--- src/rtl/core/srp_mul.sv ---
module srp_mul #(
  parameter int unsigned WA = 32,
  parameter int unsigned WB = 32
) (
  input  logic               clk_i,
  input  logic [WA-1:0]      a_i,
  input  logic [WB-1:0]      b_i,
  output logic [WA+WB-1:0]   p_o
);

  localparam int unsigned NA   = (WA + 31) / 32;
  localparam int unsigned NB   = (WB + 31) / 32;
  localparam int unsigned WR   = 32 * (NB + 1);
  localparam int unsigned WACC = 32 * (NA + NB);

  logic [NA*32-1:0] a_ext;
  logic [NB*32-1:0] b_ext;
  logic [63:0]      pp_q [NA][NB];
  logic [WR-1:0]    row_d [NA];
  logic [WR-1:0]    row_q [NA];
  logic [WR-1:0]    rp_q [NA][NA];
  logic [WACC-1:0]  acc_q [NA];

  assign a_ext = (NA*32)'(a_i);
  assign b_ext = (NB*32)'(b_i);

  always_ff @(posedge clk_i) begin
    for (int i = 0; i < NA; i++) begin
      for (int j = 0; j < NB; j++) begin
        pp_q[i][j] <= 64'(a_ext[32*i +: 32]) * 64'(b_ext[32*j +: 32]);
      end
    end
  end

  // Even products in a row never overlap, nor do odd ones, so each row is one add.
  always_comb begin
    logic [WR-1:0] ev;
    logic [WR-1:0] od;
    for (int i = 0; i < NA; i++) begin
      ev = '0;
      od = '0;
      for (int j = 0; j < NB; j++) begin
        if (j % 2 == 0) begin
          ev[32*j +: 64] = pp_q[i][j];
        end else begin
          od[32*j +: 64] = pp_q[i][j];
        end
      end
      row_d[i] = ev + od;
    end
  end

  always_ff @(posedge clk_i) begin
    row_q <= row_d;
  end

  for (genvar k = 0; k < NA; k++) begin : g_acc
    if (k == 0) begin : g_first
      always_ff @(posedge clk_i) begin
        acc_q[0] <= WACC'(row_q[0]);
        rp_q[0]  <= row_q;
      end
    end else begin : g_next
      always_ff @(posedge clk_i) begin
        acc_q[k] <= acc_q[k-1] + (WACC'(rp_q[k-1][k]) << (32 * k));
        rp_q[k]  <= rp_q[k-1];
      end
    end
  end

  assign p_o = acc_q[NA-1][WA+WB-1:0];

endmodule

--- config.mk ---
export PLATFORM = sky130hd
export DESIGN_NAME = srp_mul
export DESIGN_NICKNAME = d
export VERILOG_FILES = /design/src/rtl/core/srp_mul.sv
export SDC_FILE = /design/constraint.sdc
export NUM_CORES = 2
export LEC_CHECK = 0
export ABC_AREA = 0
export BUFFER_PORTS_ARGS = -buffer_cell sky130_fd_sc_hd__clkbuf_2
export CAP_MARGIN = 15
export CORE_ASPECT_RATIO = 1.5
export CORE_MARGIN = 1.5
export CORE_UTILIZATION = 57
export DETAILED_ROUTE_END_ITERATION = 8
export MAX_ROUTING_LAYER = met4
export PLACE_DENSITY_LB_ADDON = 0.08
export SLEW_MARGIN = 10
export SYNTH_ARGS = -nofsm -noshare
export SYNTH_HDL_FRONTEND = slang
export SYNTH_SLANG_ARGS = --single-unit
export TNS_END_PERCENT = 5
--- constraint.sdc ---
create_clock -name clk_i -period 14.2 [get_ports clk_i]
set_input_delay 1.42 -clock clk_i [delete_from_list [all_inputs] [get_ports clk_i]]
set_output_delay 1.42 -clock clk_i [all_outputs]
set_load 0.05 [all_outputs]
Yosys cells after proc, flatten, opt, wreduce, memory -nomap -nowiden --
Memories as Yosys holds them, arrays and structs flattened. A register that Yosys moved wholly into a read port is not among the register bits. Index checks and enable logic that the tools add are counted. Widths: inputs -> output; s select.
Word-level totals: register bits after elaboration 0, logic and storage cells 3, output and inout bits 64, RAM bits 128, input bits 65, memories 2
Memory list:
- acc_q | depth 1, bits a word 64, rd ports 1, clocked after Yosys merged registers in 0, wr ports 1, line 22 | logic [WACC-1:0] acc_q [NA];
- pp_q | depth 1, bits a word 64, rd ports 1, clocked after Yosys merged registers in 1, wr ports 1, line 18 | logic [63:0] pp_q [NA][NB];
Operators by class: multiply operators 1
Operators with widths (count):
- $mul 32x32->64 | 1

Logic depth before layout (Yosys ltp) --
word-level depth 1, gate-level depth with buffers 30, gate-level depth less buffers 28

Worst setup path before layout --
No wires, ideal clock.
path type input to register, start point in b_i[17], end point mem pp_q[0][62] (netlist name), cell stages on the path 26, buffers on the path 2, data arrival time 8.104 ns, data required time 14.077 ns, setup slack 5.974 ns, library setup time 0.123 ns, cell sequence clkbuf_1 > and2_1 > fa_1 > inv_1 > fa_1 > inv_1 > fa_1 > inv_1 > fa_1 > inv_1 > fa_1 > fa_1 > fa_1 > fa_1 > ha_1 > buf_2 > a21oi_1 > o21ai_1 > a2111oi_0 > o21bai_1 > a221oi_1 > o221ai_1 > a311o_1 > a21oi_1 > o21ai_1 > xor2_1
On the way: longest elaborated chain between the ends 1
Ends and longest elaborated chain:
- start, declared | line 7 | input logic [WB-1:0] b_i,
- $mul 32x32->64 | line 30 | pp_q[i][j] <= 64'(a_ext[32*i +: 32]) * 64'(b_ext[32*j +: 32]);
- end, declared | line 18
No other way between the ends.

Worst setup path after layout --
Ends and elaborated chain as after synthesis.

==> flow_metrics.py <==
metrics = {
    "outcome": {
        "outcome": "finished, final reports clean",
    },
    "floorplanning": {
        "core_area_mm2": 0.0645,
        "dieHeight_um": 316,
        "start_util_pct": 57.6,
        "io_pins": 129,
        "die_w_um": 211,
        "rows": 114,
        "die-area_mm2": 0.0668,
    },
    "grt": {
        "grt_pass1_vias": 28100,
        "grt_start_max_net_pins": 33,
        "antenna_found_initial": 2,
        "grt_pass1_wl_mm": 157,
        "track_usage_pct": 32.7,
        "grt_overflow_total": 0,
    },
    "sta": {
        "worst_pin_slew_ns": 1.18,
        "tns_ns": 0,
        "hold_viol": 0,
        "fin_crit_ns": 9.74,
        "finalSetupViolCount": 0,
        "fin_skew_ns": 0.00958,
        "fin_crit_sh_pct": 68.6,
        "finalMaxSlewViolations": 0,
        "slew_headroom_pct": 20.5,
        "max_freq_mhz": 103,
        "rsz0062_at_grt": "no",
    },
    "layout": {
        "fin_util_pct": 60.0,
        "final_nets": 5041,
        "syn2layout_area_growth_pct": 4.18,
        "drive_gt1_share_pct": 4.86,
    },
    "job": {
        "maxCapViolations": 0,
    },
    "clock_network": {
        "h-tree-depth": 4,
        "insertion_delay_ns": 0.51,
        "hold_buffers": 0,
        "cts_buffer_depth": 2,
        "cts.sinks": 192,
        "cts_tree": "yes",
        "root_buffer": "clkbuf_16",
        "cts-resized-gates": 0,
        "cts-buffers-inserted": 17,
        "post_cts_buffers": 0,
        "path_clk_slew_ns": 0.08,
    },
    "yosys": {
        "async_reset_ff_share_pct": 0,
        "synthTopCellsByCount": "fa_1, inv_1, and2_1, nand2_1, ha_1",
        "synth_compound_area_share_pct": 3.64,
        "synth-simple-area-share_pct": 16.4,
        "synth_edf_count": 0,
        "syn_area_mm2": 0.0372,
        "synth_cell_types": 56,
        "synth_top_family_by_area": "adder cells",
        "synthFlopType": "dfxtp_1",
        "ys_warn_count": 0,
        "synthMostInstantiatedCell": "fa_1",
        "syn_inst": 3879,
        "syn-num-nets": 5103,
        "ys_seq_elements": 192,
        "synthMuxAreaShare_pct": 0,
        "synth.largest_area_cell": "fa_1",
        "synthXorXnorAreaFrac_pct": 1.49,
        "avgSynthCellArea_um2": 9.58,
        "synth_fa_ha_area_share_pct": 57.1,
        "synth_area_leaders": "fa_1, dfxtp_1, and2_1",
        "ys_seq_area_share_pct": 10.3,
        "synth_top_area_share_pct": 48.3,
    },
    "routing": {
        "dr.pass1.iters": 6,
        "avgViaCountPerCell": 5.39,
        "wl_per_cell_um": 20.8,
        "vias": 25300,
        "drcViolationCount": 0,
        "routed_wl_mm": 97.8,
        "drtIter0Drc": 1319,
        "antenna_left": 0,
    },
    "setup_path": {
        "path_class": "input port to flip-flop",
        "cp_max_fo": 32,
        "arrival_ns": 10.13,
        "cp-start-kind": "input port",
        "cp.required_ns": 14.59,
        "end_kind": "flip-flop",
    },
    "placement": {
        "gp_congestion": 0.926,
        "port_buffers": 128,
        "dp_hpwl_mm": 78.9,
    },
    "min_path": {
        "hold_class": "flip-flop to flip-flop",
    },
}
## flip-flops by register name (all words and copies together), names as in the netlist
name   count
pp_q      64
acc_q     64
row_q     64
## critical path, cell delays in order
cell and delay, ns:
clkbuf_2 0.50, and2_1 0.37, fa_1 0.53, inv_1 0.05, fa_1 0.53, inv_1 0.06, fa_1 0.50, inv_1 0.05
fa_1 0.52, inv_1 0.05, fa_1 0.55, fa_1 0.44, fa_1 0.51, fa_1 0.42, ha_1 0.39, a21oi_1 0.21
o21ai_1 0.12, a2111oi_0 0.77, o21bai_1 0.23, a221oi_1 0.51, o221ai_1 0.44, a311o_1 0.39, a21oi_1 0.25, o21ai_1 0.12
xor2_1 0.15
## layer usage
layer	track usage (%)	share of wire, %	vias up	wire (um)
met5	-	0	-	0
met4	20.6	7.4	0	7210
met3	4.32	4.1	253	4030
met2	58.4	55	678	53500
met1	33.6	34	13300	33100
li1	-	-	11100	-
## through the flow
step                cells  hold slack [ns]  area (um^2)  setup WS [ns]
finish               4701            0.320        38700           4.46
global route         4701            0.331        38700           4.21
CTS                  4700            0.321        38700           4.65
detailed placement   4668            0.312        38100           4.09
global placement     4668            0.310        38100           4.13
floorplan            3879            0.310        37200           5.97
## placed cells by master, fill, tap and decap left out, types with 15 or more instances in the layout
cell type  instances
o21ai_0           30
xnor2_1           37
clkbuf_2         128
nand2_1          468
clkbuf_16         17
xor2_1            26
nand4_1           24
inv_1            862
and2_1           601
dfxtp_1          192
fa_1             896
nor2_1            31
a21oi_1           73
buf_4             15
nand3_1           16
ha_1             263
a21o_1            32
## cells by family after synthesis
logic type,Yosys count
AOI/OAI and AO/OA,206
xor gates and xnor gates,63
adders and majority gates,1159
buffers and inverters,1086
DFF,192
and+or+nand+nor,1173
## layout make-up
type                            count  area, um^2
Multi-Input combinational cell   2601       29200
Clock inverter                     12         115
Clock buffer                       20         457
Timing Repair Buffer              143         753
Sequential cell                   192        3840
Inverter                          862        3240
Fill cell                        5825       25800
Antenna cell                        1        2.50
Tap cell                          870        1090
## worst paths after layout
kind	start	to	slack, ns	cells after the start
worst max-delay path	b_i[17]	pp_q[0][62]	4.46	25
worst max register to register	row_q[16]	acc_q[0][16]	13.74	0
worst min register to register	pp_q[0][22]	row_q[22]	0.32	0
worst min-delay path	pp_q[0][22]	row_q[22]	0.32	0
Power is left out: the tool's default activity adds up to more than one toggle a clock period on the data nets, which glitch-free logic cannot reach.
